**src/sv/whs_pkg.sv**
```systemverilog
`default_nettype none
// ----------------------------------------------------------------------------
// whs_pkg
// Shared types and constants for the wee hash stream unit.
// ----------------------------------------------------------------------------
package whs_pkg;

    localparam int unsigned ROUNDS      = 4;
    localparam int unsigned RND_W       = (ROUNDS > 1) ? $clog2(ROUNDS) : 1;
    localparam int unsigned QUEUE_DEPTH = 2;
    localparam int unsigned PTR_W       = (QUEUE_DEPTH > 1) ? $clog2(QUEUE_DEPTH) : 1;
    localparam int unsigned CNT_W       = $clog2(QUEUE_DEPTH + 1);

    localparam int unsigned WORD_W  = 64;
    localparam int unsigned K_W     = 8;
    localparam int unsigned NB_W    = 4;
    localparam int unsigned MODE_W  = 2;
    localparam int unsigned WORD_BYTES = 8;

    localparam logic [K_W-1:0] WH_A   = K_W'(123);
    localparam logic [K_W-1:0] WH_C64 = K_W'(123 + 128);
    localparam logic [K_W-1:0] WH_C32 = K_W'(123 + 64);

    localparam logic [MODE_W-1:0] MODE_MSG   = 2'd0;
    localparam logic [MODE_W-1:0] MODE_KEY64 = 2'd1;
    localparam logic [MODE_W-1:0] MODE_KEY32 = 2'd2;

    typedef enum logic [2:0] {
        OP_MSG_MID,
        OP_MSG_END,
        OP_MSG_EMPTY,
        OP_KEY64,
        OP_KEY32
    } whs_kind_t;

    typedef struct packed {
        whs_kind_t          kind;
        logic [WORD_W-1:0]  key;
        logic [WORD_W-1:0]  seed;
        logic               use_seed;
        logic [K_W-1:0]     k;
    } whs_item_t;

    typedef struct packed {
        logic full;
        logic empty;
    } whs_q_status_t;

endpackage
`default_nettype wire

```
**src/sv/whs_front.sv**
```systemverilog
`default_nettype none
// ----------------------------------------------------------------------------
// whs_front
// Holds the mode register, accepts input items and turns each one into a
// work entry: operation kind, masked key, round constant and seed select.
// ----------------------------------------------------------------------------
module whs_front (
    input  wire logic                           clk,
    input  wire logic                           rst_n,
    input  wire logic                           cfg_wr_en,
    input  wire logic [whs_pkg::MODE_W-1:0]     cfg_wr_data,
    input  wire logic                           in_valid,
    output logic                                in_ready,
    input  wire logic [63:0]                    data_word,
    input  wire logic [3:0]                     valid_bytes,
    input  wire logic                           is_first,
    input  wire logic                           is_last,
    input  wire logic [63:0]                    seed,
    input  wire whs_pkg::whs_q_status_t         q_status,
    output logic                                push,
    output whs_pkg::whs_item_t                  push_item
);

    logic [whs_pkg::MODE_W-1:0] mode_reg;
    logic [whs_pkg::NB_W-1:0]   nb;
    logic [63:0]                byte_mask;

    always_ff @(posedge clk or negedge rst_n)
    begin
        if (!rst_n)
        begin
            mode_reg <= whs_pkg::MODE_MSG;
        end
        else if (cfg_wr_en)
        begin
            mode_reg <= cfg_wr_data;
        end
    end

    assign in_ready = !q_status.full;
    assign push     = in_valid && !q_status.full;

    assign nb = (valid_bytes > whs_pkg::NB_W'(whs_pkg::WORD_BYTES))
              ? whs_pkg::NB_W'(whs_pkg::WORD_BYTES) : valid_bytes;

    always_comb
    begin
        for (int i = 0; i < 8; i++)
        begin
            byte_mask[8*i +: 8] = (whs_pkg::NB_W'(i) < nb) ? 8'hFF : 8'h00;
        end
    end

    always_comb
    begin
        push_item.key      = data_word;
        push_item.seed     = seed;
        push_item.use_seed = 1'b1;
        push_item.k        = whs_pkg::WH_C64;
        push_item.kind     = whs_pkg::OP_KEY64;
        unique case (mode_reg)
            whs_pkg::MODE_KEY64:
            begin
                push_item.kind = whs_pkg::OP_KEY64;
            end
            whs_pkg::MODE_KEY32:
            begin
                push_item.kind = whs_pkg::OP_KEY32;
                push_item.key  = {32'b0, data_word[31:0]};
                push_item.seed = {32'b0, seed[31:0]};
                push_item.k    = whs_pkg::WH_C32;
            end
            default:
            begin
                push_item.use_seed = is_first;
                if (!is_last)
                begin
                    push_item.kind = whs_pkg::OP_MSG_MID;
                end
                else if (nb == '0)
                begin
                    push_item.kind = whs_pkg::OP_MSG_EMPTY;
                end
                else
                begin
                    push_item.kind = whs_pkg::OP_MSG_END;
                    push_item.key  = data_word & byte_mask;
                    push_item.k    = whs_pkg::WH_A + {3'b0, nb, 1'b0};
                end
            end
        endcase
    end

endmodule
`default_nettype wire

```
**config.mk**
```make
export PLATFORM = sky130hd
export DESIGN_NAME = whs_front
export DESIGN_NICKNAME = d
export VERILOG_FILES = /design/src/sv/whs_pkg.sv /design/src/sv/whs_front.sv
export SDC_FILE = /design/constraint.sdc
export NUM_CORES = 1
export LEC_CHECK = 0
export ABC_AREA = 1
export ABC_CLOCK_PERIOD_IN_PS = 1700
export BUFFER_PORTS_ARGS = -buffer_cell sky130_fd_sc_hd__clkbuf_2
export CORE_AREA = 8 8 104 106
export DETAILED_ROUTE_END_ITERATION = 8
export DIE_AREA = 0 0 112 114
export SYNTH_ARGS = -nofsm -noshare
export SYNTH_HDL_FRONTEND = slang
export SYNTH_SLANG_ARGS = --single-unit
```
**constraint.sdc**
```tcl
create_clock -name clk -period 1.7 [get_ports clk]
set_input_delay 0.255 -clock clk [delete_from_list [all_inputs] [get_ports clk]]
set_output_delay 0.255 -clock clk [all_outputs]
set_load 0.005 [all_outputs]
```
==> impl_results.md <==
* Max cap viols at 0
* Status: finished with violations
* Largest family of logic cells by synthesized area: simple AND/OR/NAND/NOR gates
* Routability cong. at 0.8526
* Total CTS buffers at 3
* Cells after synthesis at 298
* CP startpoint kind: flip-flop
* Place WS at -145.2 ps
* CTS tree: built
* WS Path Type: reg2out
* DRC Markers at 0
* Clk_lat worst skew at 210 ps
* Most used DFF post-synth: dfrtp_1
* Fraction of layout cells with a size suffix above 1 at 63.30%
* Xor/xnor share of the synthesized area at 0%
* Unrepaired setup endpoints after global routing: true
* Simple-Gate Fraction of Synth Area at 46.20%
* Die W at 112 um
* Antenna-violating nets left at 0
* Worst Skew at 0 ps
* GR Overflow Total at 0
* Root buffer cell: clkbuf_8
* Total Power Consumption at 1592 uW
* Area share of fa/ha/maj cells after synthesis at 3.493%
* Fin nets at 663
* Commonest non-fill, non-tap cells in the layout: clkbuf_2 (185), inv_1 (84), nor2_1 (66), nand2_1 (26)
* Number of global-route vias before repair at 2,494
* Setup violations, final at 73
* Mapped cell area at 1433 um^2
* Core area at 9109 um^2
* Leakage power at 0.002101 uW
* Maximum VDD drop at 438.3 uV
* Area grow syn2layout at 127.1%
* Starting Density at 15.73%
* Peak Freq at 524.6 MHz
* HPWL Detailed at 6584 um
* Setup slack after layout at -206.2 ps
* Die area at 12,770 um^2
* Pre-antenna DRT Iters at 3
* Gr usage total at 10.94%
* I/O pin count at 284
* Seq/Total Area, Yosys at 3.493%
* Mean Syn Cell Area at 4.807 um^2
* FF+latch count, synth at 2
* Required @ worst endpoint at 1440 ps
* # H-tree levels at 1
* Synth Net Count at 444
* Synth Area in Compound Gates at 3.319%
* Number of synthesized flops with an enable pin at 0
* Iteration-0 DRC Markers at 36
* Die Y at 114 um
* Final wirelength at 7904 um
* Total number of vias at 2,405
* PD cells at 489.3 nW/um^2
* Async S/R FF share, synth at 100.0%
* Wire length of the first global-routing pass at 11,720 um
* Port bufs at 217
* Bufs on Longest Clock Path at 2
* Most common cell after layout, fill and taps aside: clkbuf_2
* Via density at 3.842
* Ant diodes at 0
* Final worst-path cycle share at 112.1%
* Slew Limit Fails at 0
* CP Capture Type: primary output
* Max reg flops at 2
* Mux share of post-synthesis cell area at 0%
* Hold Crit Class: in2reg
* Clk slew on worst S/H paths at 30 ps
* Final worst path period need at 1906 ps
* DR WL/cell at 12.63 um
* Synth cell types at 25
* CP Max Fanout at 6
* Failing checks: negative setup slack
* Largest net degree at the start of global routing at 34
* Initial antenna violation count at 0
* Sink count of the clock tree at 2
* Hold Fails Final Rpt at 0
* Rows at 35
* YS warnings at 0
* WP data arrival at 1650 ps
per-layer routing:
metal  track usage, %  share of wire (%)
met5                0                  0
met4            2.788                1.3
met3            5.811                 13
met2            20.76                 51
met1            10.05                 35
kinds of logic (layout without fill, tap and decap cells):
kind of cell,Yosys count,count (layout)
fa+ha+maj,4,4
buf+inv,129,345
simple gates,154,155
compound gates,8,8
other cells,1,1
flops,2,2
Yosys cell counts, types with 2 or more instances:
library cell	count	share of area, %
o21ai_0	4	1.4
nand3_1	5	1.7
ha_1	4	3.5
dfrtp_1	2	3.5
inv_2	3	0.79
nor2_1	102	27
nand2_1	35	9.2
inv_1	86	23
nor2_4	2	1.6
or2_2	2	0.87
buf_1	2	0.52
buf_4	35	18
nand2_4	2	1.6
nand2_2	3	1.3
final timing paths:
path	start	slack, ps	endpoint	cells after the start
hold / removal	cfg_wr_data[1]	260	mode_reg[1]$_DFFE_PN0P_	3
setup reg to reg	mode_reg[0]$_DFFE_PN0P_	930	mode_reg[0]$_DFFE_PN0P_	3
hold reg to reg	mode_reg[1]$_DFFE_PN0P_	600	mode_reg[1]$_DFFE_PN0P_	2
min in group asynchronous	rst_n	370	mode_reg[0]$_DFFE_PN0P_	2
max in group asynchronous	rst_n	1230	mode_reg[1]$_DFFE_PN0P_	2
setup / recovery	mode_reg[0]$_DFFE_PN0P_	-210	push_item[94]	10
power breakdown:
group / leakage, uW / internal [uW] / switching (uW) / total (uW)
combinational: 0.00206 / 657 / 693 / 1350
clock: 0.0000216 / 150 / 35.4 / 185
sequential: 0.0000243 / 52.3 / 3.97 / 56.3
total: 0.00210 / 859 / 733 / 1590
per-stage QoR:
stage / setup TNS (ps) / util (%) / hold WS (ps) / cell area [um^2] / cells
after floorplan: 0 / - / -40.59 / 1433 / 298
after global placement: -2880 / 27.65 / 42.19 / 2519 / 604
after detailed placement: -4180 / 27.65 / 44.47 / 2519 / 604
after CTS: -9230 / 31.28 / 256.4 / 2849 / 616
after global routing: -17310 / 35.71 / 281.0 / 3253 / 626
final: -11180 / 35.71 / 255.3 / 3253 / 626
critical path, stage by stage (launching register included):
cell and delay (ps):
dfrtp_1 380, buf_4 140, ha_2 170, inv_2 80, nand2_4 80, nor2_8 200, buf_12 140, inv_8 40
nand2_1 60, nor2_1 40, clkbuf_2 110
cell type report:
| cell class | count | area (um^2) |
|---|---|---|
| Sequential cell | 2 | 50.05 |
| Tap cell | 111 | 138.9 |
| Timing Repair inverter | 3 | 27.53 |
| Clock buffer | 3 | 41.29 |
| Fill cell | 994 | 5856 |
| Timing Repair Buffer | 249 | 1470 |
| Inverter | 90 | 365.4 |
| Multi-Input combinational cell | 168 | 1160 |
timing repair:
item                                    4_1_cts  5_1_grt
buffers inserted                              6       10
endpoints found under the setup margin      106       90
resized for setup                            51      108
hold endpoints to repair                      2        0
gates cloned                                  2        2
hold buffers                                  1        0
pin swaps                                    18       11
Note: power is estimated with default switching activity, not from simulation.
