File: config.mk
export PLATFORM = sky130hd
export DESIGN_NAME = whs_fifo
export DESIGN_NICKNAME = d
export VERILOG_FILES = /design/src/sv/whs_pkg.sv /design/src/sv/whs_fifo.sv
export SDC_FILE = /design/constraint.sdc
export NUM_CORES = 1
export LEC_CHECK = 0
export BUFFER_PORTS_ARGS = -buffer_cell sky130_fd_sc_hd__buf_4
export CAP_MARGIN = 20
export CORE_ASPECT_RATIO = 0.75
export CORE_MARGIN = 2
export CORE_UTILIZATION = 47
export CTS_BUF_LIST = sky130_fd_sc_hd__clkbuf_16
export DETAILED_ROUTE_END_ITERATION = 8
export PLACE_DENSITY = 0.75
export SYNTH_ARGS = -nofsm -noshare
export SYNTH_HDL_FRONTEND = slang
export SYNTH_SLANG_ARGS = --single-unit
File: constraint.sdc
create_clock -name clk -period 7.1 [get_ports clk]
set_input_delay 0 -clock clk [delete_from_list [all_inputs] [get_ports clk]]
set_output_delay 0 -clock clk [all_outputs]
set_load 0.03 [all_outputs]
File: src/sv/whs_pkg.sv
`default_nettype none
// ----------------------------------------------------------------------------
// whs_pkg
// Shared types and constants for the wee hash stream unit.
// ----------------------------------------------------------------------------
package whs_pkg;

    localparam int unsigned ROUNDS      = 4;
    localparam int unsigned RND_W       = (ROUNDS > 1) ? $clog2(ROUNDS) : 1;
    localparam int unsigned QUEUE_DEPTH = 2;
    localparam int unsigned PTR_W       = (QUEUE_DEPTH > 1) ? $clog2(QUEUE_DEPTH) : 1;
    localparam int unsigned CNT_W       = $clog2(QUEUE_DEPTH + 1);

    localparam int unsigned WORD_W  = 64;
    localparam int unsigned K_W     = 8;
    localparam int unsigned NB_W    = 4;
    localparam int unsigned MODE_W  = 2;
    localparam int unsigned WORD_BYTES = 8;

    localparam logic [K_W-1:0] WH_A   = K_W'(123);
    localparam logic [K_W-1:0] WH_C64 = K_W'(123 + 128);
    localparam logic [K_W-1:0] WH_C32 = K_W'(123 + 64);

    localparam logic [MODE_W-1:0] MODE_MSG   = 2'd0;
    localparam logic [MODE_W-1:0] MODE_KEY64 = 2'd1;
    localparam logic [MODE_W-1:0] MODE_KEY32 = 2'd2;

    typedef enum logic [2:0] {
        OP_MSG_MID,
        OP_MSG_END,
        OP_MSG_EMPTY,
        OP_KEY64,
        OP_KEY32
    } whs_kind_t;

    typedef struct packed {
        whs_kind_t          kind;
        logic [WORD_W-1:0]  key;
        logic [WORD_W-1:0]  seed;
        logic               use_seed;
        logic [K_W-1:0]     k;
    } whs_item_t;

    typedef struct packed {
        logic full;
        logic empty;
    } whs_q_status_t;

endpackage
`default_nettype wire

File: src/sv/whs_fifo.sv
`default_nettype none
// ----------------------------------------------------------------------------
// whs_fifo
// Short queue of work entries between the front and the back.
// ----------------------------------------------------------------------------
module whs_fifo (
    input  wire logic               clk,
    input  wire logic               rst_n,
    input  wire logic               push,
    input  wire whs_pkg::whs_item_t push_item,
    input  wire logic               pop,
    output whs_pkg::whs_item_t      pop_item,
    output whs_pkg::whs_q_status_t  status
);

    whs_pkg::whs_item_t              mem [whs_pkg::QUEUE_DEPTH];
    logic [whs_pkg::PTR_W-1:0]       wr_ptr_reg, wr_ptr_next;
    logic [whs_pkg::PTR_W-1:0]       rd_ptr_reg, rd_ptr_next;
    logic [whs_pkg::CNT_W-1:0]       count_reg, count_next;

    assign status.full  = (count_reg == whs_pkg::CNT_W'(whs_pkg::QUEUE_DEPTH));
    assign status.empty = (count_reg == '0);
    assign pop_item     = mem[rd_ptr_reg];

    always_comb
    begin
        wr_ptr_next = wr_ptr_reg;
        rd_ptr_next = rd_ptr_reg;
        count_next  = count_reg;
        if (push)
        begin
            wr_ptr_next = (wr_ptr_reg == whs_pkg::PTR_W'(whs_pkg::QUEUE_DEPTH - 1))
                        ? '0 : wr_ptr_reg + 1'b1;
        end
        if (pop)
        begin
            rd_ptr_next = (rd_ptr_reg == whs_pkg::PTR_W'(whs_pkg::QUEUE_DEPTH - 1))
                        ? '0 : rd_ptr_reg + 1'b1;
        end
        if (push && !pop)
        begin
            count_next = count_reg + 1'b1;
        end
        else if (pop && !push)
        begin
            count_next = count_reg - 1'b1;
        end
    end

    always_ff @(posedge clk or negedge rst_n)
    begin
        if (!rst_n)
        begin
            wr_ptr_reg <= '0;
            rd_ptr_reg <= '0;
            count_reg  <= '0;
        end
        else
        begin
            wr_ptr_reg <= wr_ptr_next;
            rd_ptr_reg <= rd_ptr_next;
            count_reg  <= count_next;
        end
    end

    always_ff @(posedge clk)
    begin
        if (push)
        begin
            mem[wr_ptr_reg] <= push_item;
        end
    end

endmodule
`default_nettype wire

==> out/results.tsv, run 1 <==
metric	value	unit
crit_family	flip-flops	
crit_arrival	2700	ps
r2r-start	wr_ptr_reg$_DFFE_PN0P_	
crit_type	register to output port	
syn-cell-area	0.0107	mm^2
cp_slowest_cell	dfrtp_4	
gr-usage-all-layers	17.8	%
hold-path-cell-count	2	
synth_top_area_cell	edfxtp_1	
utilization	69.5	%
finalCriticalPeriod	2700	ps
layout_common_cells	buf_4 (288), edfxtp_1 (280), dlygate4sd3_1 (144)	
leakage	6.10	nW
drt-initial-drc-count	353	
antenna_left	0	
ir_worst_vdd	0.267	mV
clock_latency	540	ps
fmax	371	MHz
final_common_cell	buf_4	
grt_pass1_vias	6199	
hold_viol_final	0	
tns	0	ps
coreArea	0.0222	mm^2
cts.hold.buffers_added	144	
grt_pass1_wl	33000	um
synth.net_count	597	
drc_errors	0	
avgSynthCellArea	23.6	um^2
finalSetupViolCount	0	
die_area	0.0239	mm^2
ioPinCount	286	
port-buffer-count	285	
placed_cells	1019	
areaGrowthSynthToFinish	44.5	%
fp.dieW	178	um
start_util	48.1	%
crit-reg2reg-capture	mem[1][6]$_DFFE_PP_	
fin_nets	1043	
worst_pin_slew	989	ps
stdcell_count	1213	
vias	5852	
crit_cells	3	
startpoint_type	register	
hold_end	mem[1][60]$_DFFE_PP_	
crit_chain	buf_12, mux2_4, buf_4	
synthCells	452	
clkTransAtPathRegs	60	ps
largest_reg_flops	280	
worstHoldStart	push_item[60]	
crit_required	7100	ps
status	completed	
slew_headroom	34.1	%
slew_violations	0	
drt_first_pass_iters	5	
yosysWarnings	0	
powerDensity	402	mW/mm^2
cts_setup_buffers	0	
wl	22400	um
wl_per_cell	18.5	um
htree_levels	1	
cts_tree	yes	
end_kind	output port	
cp_num_buf_inv	2	
routed_via_density	4.82	
num_rows	47	
cts_buffers	27	
cts_resized	0	
fin_skew	19.1	ps
layout-drive-gt1-share	51.7	%
clock_sinks	284	
grt_antenna_before_repair	0	
crit_fanout	95	
ys_seq_area_share	79.8	%
netlist_top_cells_area	edfxtp_1 (79%), mux2_4 (13%), mux2_2 (5.3%), buf_6 (1.1%), dfrtp_1 (0.94%)	
grt_max_degree	96	
grt.overflow.total	0	
finalCritPeriodShare	38.0	%
rr_worst_depth	2	
worstHoldPathType	input pin to register	
crit_path_max_incr_delay	870	ps
synth_top_area_share	78.9	%
reg2reg_setup_slack	4490	ps
cts_root_buf	clkbuf_16	
design_power_total	6.19	mW
place_congestion	0.762	
maxCapViolCount	0	
dpl.hpwl	13700	um
clock_path_buffers	3	
synth_seq_cells	284	
die_h	134	um
yosysUniqueCellTypes	14	
rsz0062_at_grt	false	
[through the flow]
step / cell area (um^2) / hold slack, ps / worst slack, ps
floorplan: 10700 / -296 / 2600
global placement: 13100 / -205 / 4580
detailed placement: 13100 / -201 / 4500
CTS: 15400 / 171 / 4390
global route: 15400 / 182 / 4310
finish: 15400 / 191 / 4400
[how the worst max path moves through the flow]
stage	start	endpoint	slack [ps]
floorplan	wr_ptr_reg$_DFFE_PN0P_	mem[0][0]$_DFFE_PP_	2600
global placement	wr_ptr_reg$_DFFE_PN0P_	mem[1][81]$_DFFE_PP_	4580
detailed placement	wr_ptr_reg$_DFFE_PN0P_	mem[1][81]$_DFFE_PP_	4500
CTS	rd_ptr_reg$_DFFE_PN0P_	pop_item[18]	4390
global route	wr_ptr_reg$_DFFE_PN0P_	mem[1][17]$_DFFE_PP_	4310
finish	rd_ptr_reg$_DFFE_PN0P_	pop_item[38]	4400
[Yosys cell counts (all sizes together)]
library cell	n
xnor2	1
inv	1
dfrtp	4
buf	16
edfxtp	280
mux2	140
nor2	2
and2	1
nor2b	2
xor2	4
ha	1
[cell families after synthesis]
logic type | Yosys count | synth area share [%]
simple gates | 5 | 0.246
mux | 140 | 18.0
buf+inv | 17 | 1.47
xor+xnor | 5 | 0.411
flops | 284 | 79.8
fa+ha+maj | 1 | 0.117
[per-layer routing]
metal | vias to the layer above | share of wire, % | GRT usage (%)
met5 | - | 0 | 0
met4 | 0 | 2.4 | 5.05
met3 | 37 | 7.5 | 4.42
met2 | 243 | 49 | 30.8
met1 | 2880 | 41 | 22.4
li1 | 2692 | - | -
[final cells by class]
| class | instances | area, um^2 |
|---|---|---|
| Multi-Input combinational cell | 151 | 2010 |
| Inverter | 1 | 3.75 |
| Tap cell | 294 | 368 |
| Clock buffer | 27 | 676 |
| Sequential cell | 284 | 8510 |
| Fill cell | 1369 | 6770 |
| Timing Repair Buffer | 433 | 3620 |
| Clock inverter | 22 | 213 |
| Antenna cell | 1 | 2.50 |
[power by group]
part | switching [mW] | total, mW | leakage, nW | internal (mW)
Clock | 0.589 | 1.43 | 0.446 | 0.838
Combinational | 1.35 | 2.40 | 2.98 | 1.05
Sequential | 0.137 | 2.37 | 2.67 | 2.23
Total | 2.07 | 6.19 | 6.10 | 4.11
Note: power is estimated with default switching activity, not from simulation.
==> run 2: changes to the inputs <==
--- a/config.mk
+++ b/config.mk
@@ -5,14 +5,15 @@
 export SDC_FILE = /design/constraint.sdc
 export NUM_CORES = 1
 export LEC_CHECK = 0
+export ABC_AREA = 1
 export BUFFER_PORTS_ARGS = -buffer_cell sky130_fd_sc_hd__buf_4
 export CAP_MARGIN = 20
 export CORE_ASPECT_RATIO = 0.75
 export CORE_MARGIN = 2
-export CORE_UTILIZATION = 47
+export CORE_UTILIZATION = 50
 export CTS_BUF_LIST = sky130_fd_sc_hd__clkbuf_16
 export DETAILED_ROUTE_END_ITERATION = 8
-export PLACE_DENSITY = 0.75
+export PLACE_DENSITY = 0.76
 export SYNTH_ARGS = -nofsm -noshare
 export SYNTH_HDL_FRONTEND = slang
 export SYNTH_SLANG_ARGS = --single-unit
==> constraint.sdc (replaced) <==
create_clock -name clk -period 2.78 [get_ports clk]
set_input_delay 0 -clock clk [delete_from_list [all_inputs] [get_ports clk]]
set_output_delay 0 -clock clk [all_outputs]
set_load 0.03 [all_outputs]
==> out/results.tsv, run 2 <==
metric	value	unit	change
status	completed		
top_layer_used	met4		
syn-cell-area	0.0107	mm^2	+0.19%
finalWorstSetupSlack	563	ps	-3840 ps
clock_latency	520	ps	-20 ps
slew_headroom	47.5	%	+13 points
pre_cts_ws	1100	ps	-3400 ps
num_rows	46		-2.1%
wl_met1	9240	um	+1.1%
p_sw	5.34	mW	+160%
fin_skew	9.60	ps	-9.46 ps
rsz0062_at_grt	false		
clkTransAtPathRegs	60	ps	about the same
cts.hold.buffers_added	144		unchanged
grt.overflow.total	0		unchanged
gr-usage-all-layers	20.3	%	+2.5 points
fin_nets	1056		+1.2%
pwr-share-seq	37.9	%	-0.3 points
ys_seq_area_share	79.7	%	-0.15 points
drc_errors	0		unchanged
ir_worst_vdd	0.723	mV	+170%
cts_resized	0		unchanged
dpl-instance-area	0.0132	mm^2	+0.68%
diodes	0		-1
grt_max_degree	83		-14%
synth_top_area_share	78.7	%	-0.15 points
yosysWarnings	0		unchanged
antenna_left	0		unchanged
htree_levels	1		unchanged
areaGrowthSynthToFinish	44.9	%	
crit_arrival	2220	ps	-480 ps
synth.net_count	606		+1.5%
crit_required	2780	ps	-4320 ps
die_h	131	um	-2.9%
fmax	451	MHz	
crit_path_max_incr_delay	700	ps	-170 ps
synthCells	461		+2.0%
layout-drive-gt1-share	50.8	%	-0.94 points
fillers	1223		-11%
maxCapViolCount	0		unchanged
area.sequential	0.00851	mm^2	unchanged
grt_pass1_vias	6344		+2.3%
finalCriticalPeriod	2220	ps	
cts_setup_buffers	0		unchanged
crit_fanout	52		-45%
internal-power	10.5	mW	+150%
end_kind	output port		
drt-initial-drc-count	424		+20%
ioPinCount	286		unchanged
slew_violations	0		unchanged
utilization	73.5	%	+4.0 points
die_area	0.0226	mm^2	-5.7%
ys_dominant_reg_cell	edfxtp_1		
hold_viol_final	0		unchanged
yosysUniqueCellTypes	15		+1
leakage	6.16	nW	+0.88%
synth_top_area_cell	edfxtp_1		
vias	6034		+3.1%
switching_share	33.8	%	+0.24 points
port-buffer-count	285		unchanged
drt_first_pass_iters	4		-1
worstHoldPathType	input pin to register		
cts_root_buf	clkbuf_16		
grt_pass1_wl	35300	um	+7.2%
final_common_cell	buf_4		
pwr-share-clk	22.4	%	-0.7 points
fp.dieW	173	um	-2.9%
p_comb_share	39.7	%	+1.0 points
cp_slowest_cell	dfrtp_4		
grt_antenna_before_repair	0		unchanged
layout_common_cells	buf_4 (287), edfxtp_1 (280), dlygate4sd3_1 (144)		
largest_reg_flops	280		unchanged
cts_tree	yes		
synthTopCellsByCount	edfxtp_1 (280), mux2_4 (90), mux2_2 (50)		
clock_path_buffers	3		unchanged
startpoint_type	register		
design_power_total	15.8	mW	+160%
crit_chain	buf_12, mux2_2, buf_4		
finalSetupViolCount	0		unchanged
powerDensity	1020	mW/mm^2	+150%
yosysMostFrequentCell	edfxtp_1		
cts_buffers	28		+3.7%
synth_edf_count	280		unchanged
dpl.hpwl	13800	um	+0.56%
finalCritPeriodShare	79.7	%	
avgSynthCellArea	23.2	um^2	-1.8%
multiInputGateArea	0.00200	mm^2	-0.12%
wl_met2	11900	um	+7.6%
routed_via_density	4.94		+2.4%
coreArea	0.0211	mm^2	-5.0%
final_cell_area	0.0155	mm^2	+0.46%
netlist_top_cells_area	edfxtp_1 (79%), mux2_4 (13%), mux2_2 (5.3%), buf_6 (1.1%), dfrtp_1 (0.94%)		
wl_per_cell	19.3	um	+4.3%
crit_type	register to output port		
synth_seq_cells	284		unchanged
routed-wl-met3	1890	um	+12%
wl	23500	um	+5.0%
place_congestion	0.776		+1.8%
worst_pin_slew	787	ps	-202 ps
clock_sinks	284		unchanged
start_util	50.7	%	+2.6 points
postSynth.asyncResetShare	1.41	%	unchanged
run 2: cell types whose count changed in the layout (fill, tap and decap cells not counted), moves of 2 or more:
cell,before,now
inv_1,2,10
clkinv_2,9,7
xor2_1,4,2
nand2_1,0,4
clkinv_1,5,10
bufinv_16,4,2
clkbuf_16,27,29
buf_12,1,5
run 2: area by class of cell:
cell class | count | area share (%)
sequential | 284 | 55.0
timing repair buffer | 436 | 23.9
multi-input combinational | 154 | 13.0
clock buffer | 29 | 4.69
tap | 288 | 2.33
clock inverter | 23 | 0.954
inverter | 7 | 0.194
run 2: worst paths after layout:
path / depth (start not counted) / start / slack (ps) / endpoint
hold / removal: 3 / pop / 200 / rd_ptr_reg$_DFFE_PN0P_
setup reg to reg: 2 / wr_ptr_reg$_DFFE_PN0P_ / 1160 / mem[0][29]$_DFFE_PP_
max in group asynchronous: 3 / rst_n / 2180 / rd_ptr_reg$_DFFE_PN0P_
setup / recovery: 3 / rd_ptr_reg$_DFFE_PN0P_ / 560 / pop_item[119]
min in group asynchronous: 3 / rst_n / 390 / rd_ptr_reg$_DFFE_PN0P_
hold reg to reg: 2 / count_reg[1]$_DFFE_PN0P_ / 520 / count_reg[1]$_DFFE_PN0P_
run 2: cell families (layout without fill, tap and decap cells):
| family | Yosys count | count (layout) | synth area share [%] |
|---|---|---|---|
| buffers and inverters | 23 | 495 | 1.68 |
| xor gates and xnor gates | 3 | 3 | 0.246 |
| DFF | 284 | 284 | 79.7 |
| and+or+nand+nor | 10 | 10 | 0.387 |
| adders and majority gates | 1 | 1 | 0.117 |
| muxes | 140 | 140 | 17.9 |
run 2: stage by stage:
| step | setup TNS [ps] | hold WS (ps) | std cells |
|---|---|---|---|
| after detailed placement | 0 | -199 | 1025 |
| after global routing | 0 | 187 | 1221 |
| after floorplan | -44280 | -296 | 461 |
| after CTS | 0 | 174 | 1221 |
| final | 0 | 203 | 1221 |
| after global placement | 0 | -202 | 1025 |
run 2: metal layers:
metal	GRT usage, %	vias up
li1	-	2727
met4	5.28	0
met5	0	-
met2	36.2	273
met1	24.7	2991
met3	5.82	43
run 2: power by group through the flow:
stage	clock (mW)	sequential [mW]	combinational, mW
global placement	0	6.01	6.04
finish	3.54	5.99	6.27
floorplan	0	5.97	4.29
CTS	3.60	5.99	6.28
detailed placement	0	6.07	6.10
global route	3.79	6.07	6.54
run 2: worst max-delay path, delay by kind of cell, from the launching register on:
| family | cells | cell delay, ps |
|---|---|---|
| buf+inv | 2 | 540 |
| flops | 1 | 700 |
| mux | 1 | 390 |
==> run 3: changes to the inputs <==
==> constraint.sdc (replaced) <==
create_clock -name clk -period 2.3 [get_ports clk]
set_input_delay 0 -clock clk [delete_from_list [all_inputs] [get_ports clk]]
set_output_delay 0 -clock clk [all_outputs]
set_load 0.03 [all_outputs]
==> out/results.tsv, run 3 (synthesis gave the netlist of run 2 again) <==
metric	value	unit	change
routed_via_density	4.90		-0.77%
drt-initial-drc-count	433		+2.1%
grt_pass1_vias	6353		+0.14%
internal-power	12.8	mW	+22%
clock_path_buffers	3		unchanged
status	completed		
powerDensity	1240	mW/mm^2	+21%
crit_arrival	2210	ps	about the same
num_rows	46		unchanged
grt_max_degree	71		-14%
gr-usage-all-layers	20.6	%	+0.37 points
finalSetupViolCount	0		unchanged
final_cell_area	0.0156	mm^2	+0.80%
worstHoldPathType	input pin to register		
die_h	131	um	unchanged
layout-drive-gt1-share	51.1	%	+0.26 points
diodes	0		unchanged
grt_pass1_wl	35900	um	+1.7%
placed_cells	1033		+0.78%
coreArea	0.0211	mm^2	unchanged
clkTransAtPathRegs	60	ps	about the same
antenna_left	0		unchanged
hold_viol_final	0		unchanged
fp.dieW	173	um	unchanged
ioPinCount	286		unchanged
rr_worst_depth	3		+1
grt_antenna_before_repair	0		unchanged
crit_type	register to output port		
design_power_total	19.3	mW	+22%
dpl.hpwl	14800	um	+7.8%
p_sw	6.49	mW	+22%
hold-path-cell-count	2		-1
wl	24000	um	+1.9%
areaGrowthSynthToFinish	46.0	%	
ir_worst_vdd	0.976	mV	+35%
reg2reg_setup_slack	690	ps	-470 ps
pwr-share-seq	37.8	%	about the same
crit_fanout	35		-33%
maxCapViolCount	0		unchanged
place_congestion	0.781		+0.64%
stdcell_count	1224		+0.25%
switching_share	33.7	%	-0.095 points
fmax	452	MHz	
p_comb_share	40.5	%	+0.8 points
vias	6002		-0.53%
cts_root_buf	clkbuf_16		
htree_levels	1		unchanged
largest_reg_flops	280		unchanged
port-buffer-count	285		unchanged
cts_buffers	27		-3.6%
final_common_cell	buf_4		
fillers	1187		-2.9%
slew_headroom	61.4	%	+14 points
utilization	74.1	%	+0.59 points
finalCritPeriodShare	96.3	%	
leakage	6.22	nW	+1.0%
dpl-instance-area	0.0133	mm^2	+1.2%
pwr-share-clk	21.8	%	-0.6 points
clock_sinks	284		unchanged
finalCriticalPeriod	2210	ps	
die_area	0.0226	mm^2	unchanged
end_kind	output port		
grt.overflow.total	0		unchanged
crit_required	2300	ps	-480 ps
drt_first_pass_iters	5		+1
cts_setup_buffers	0		unchanged
worstHoldStart	push_item[138]		
layout_common_cells	buf_4 (287), edfxtp_1 (280), dlygate4sd3_1 (144)		
drc_errors	0		unchanged
fin_nets	1063		+0.66%
fin_skew	8.89	ps	-0.710 ps
worst_pin_slew	578	ps	-209 ps
slew_violations	0		unchanged
wl_per_cell	19.6	um	+1.6%
cts_tree	yes		
hold_end	mem[0][138]$_DFFE_PP_		
clock_latency	510	ps	about the same
start_util	50.7	%	unchanged
crit-reg2reg-capture	mem[1][93]$_DFFE_PP_		
rsz0062_at_grt	false		
r2r-start	wr_ptr_reg$_DFFE_PN0P_		
startpoint_type	register		
-- run 3: layout make-up --
type	instances	area, um^2	share of cell area (%)
Tap cell	288	360	2.31
Sequential cell	284	8510	54.6
Timing Repair Buffer	444	3860	24.7
Clock inverter	20	161	1.03
Inverter	7	30.0	0.192
Clock buffer	27	676	4.33
Multi-Input combinational cell	154	2000	12.8
-- run 3: stage by stage --
stage | setup slack, ps | hold slack [ps] | setup TNS (ps)
4_1_cts | 70.9 | 176 | 0
3_3_place_gp | 666 | -203 | 0
5_1_grt | 8.14 | 186 | 0
2_1_floorplan | -657 | -296 | -178680
6_report | 85.4 | 210 | 0
3_5_place_dp | 629 | -202 | 0
-- run 3: power by group through the flow --
| stage | sequential [mW] | combinational, mW | clock [mW] |
|---|---|---|---|
| 3_5_place_dp | 7.38 | 7.56 | 0 |
| 4_1_cts | 7.27 | 7.79 | 4.29 |
| 6_report | 7.28 | 7.81 | 4.19 |
| 5_1_grt | 7.37 | 8.13 | 4.50 |
| 2_1_floorplan | 7.21 | 5.18 | 0 |
| 3_3_place_gp | 7.30 | 7.45 | 0 |
-- run 3: how the worst max path moves through the flow --
stage                                       from                   to  slack, ps  cells past startpoint
after floorplan           wr_ptr_reg$_DFFE_PN0P_  mem[1][0]$_DFFE_PP_       -660                      2
after global placement    rd_ptr_reg$_DFFE_PN0P_         pop_item[78]        670                      3
after detailed placement  rd_ptr_reg$_DFFE_PN0P_          pop_item[3]        630                      3
after CTS                 rd_ptr_reg$_DFFE_PN0P_          pop_item[3]         70                      3
after global routing      rd_ptr_reg$_DFFE_PN0P_         pop_item[17]          8                      3
final                     rd_ptr_reg$_DFFE_PN0P_         pop_item[79]         90                      3
-- run 3: critical path, stage by stage (launching register included) --
cell     delay, ps
dfrtp_4        800
buf_12         340
mux2_4         340
buf_4          170
-- run 3: routing by layer --
layer | vias to the layer above | global-route usage [%] | wire, um
li1 | 2735 | - | -
met1 | 2981 | 26.8 | 9940
met2 | 260 | 35.8 | 11800
met3 | 26 | 5.76 | 1930
met4 | 0 | 3.89 | 337
met5 | - | 0 | 0
-- run 3: what timing repair did --
action | in CTS | in global routing
hold buffers | 144 | 0
gates resized for setup | 0 | 0
hold endpoints to repair | 288 | 0
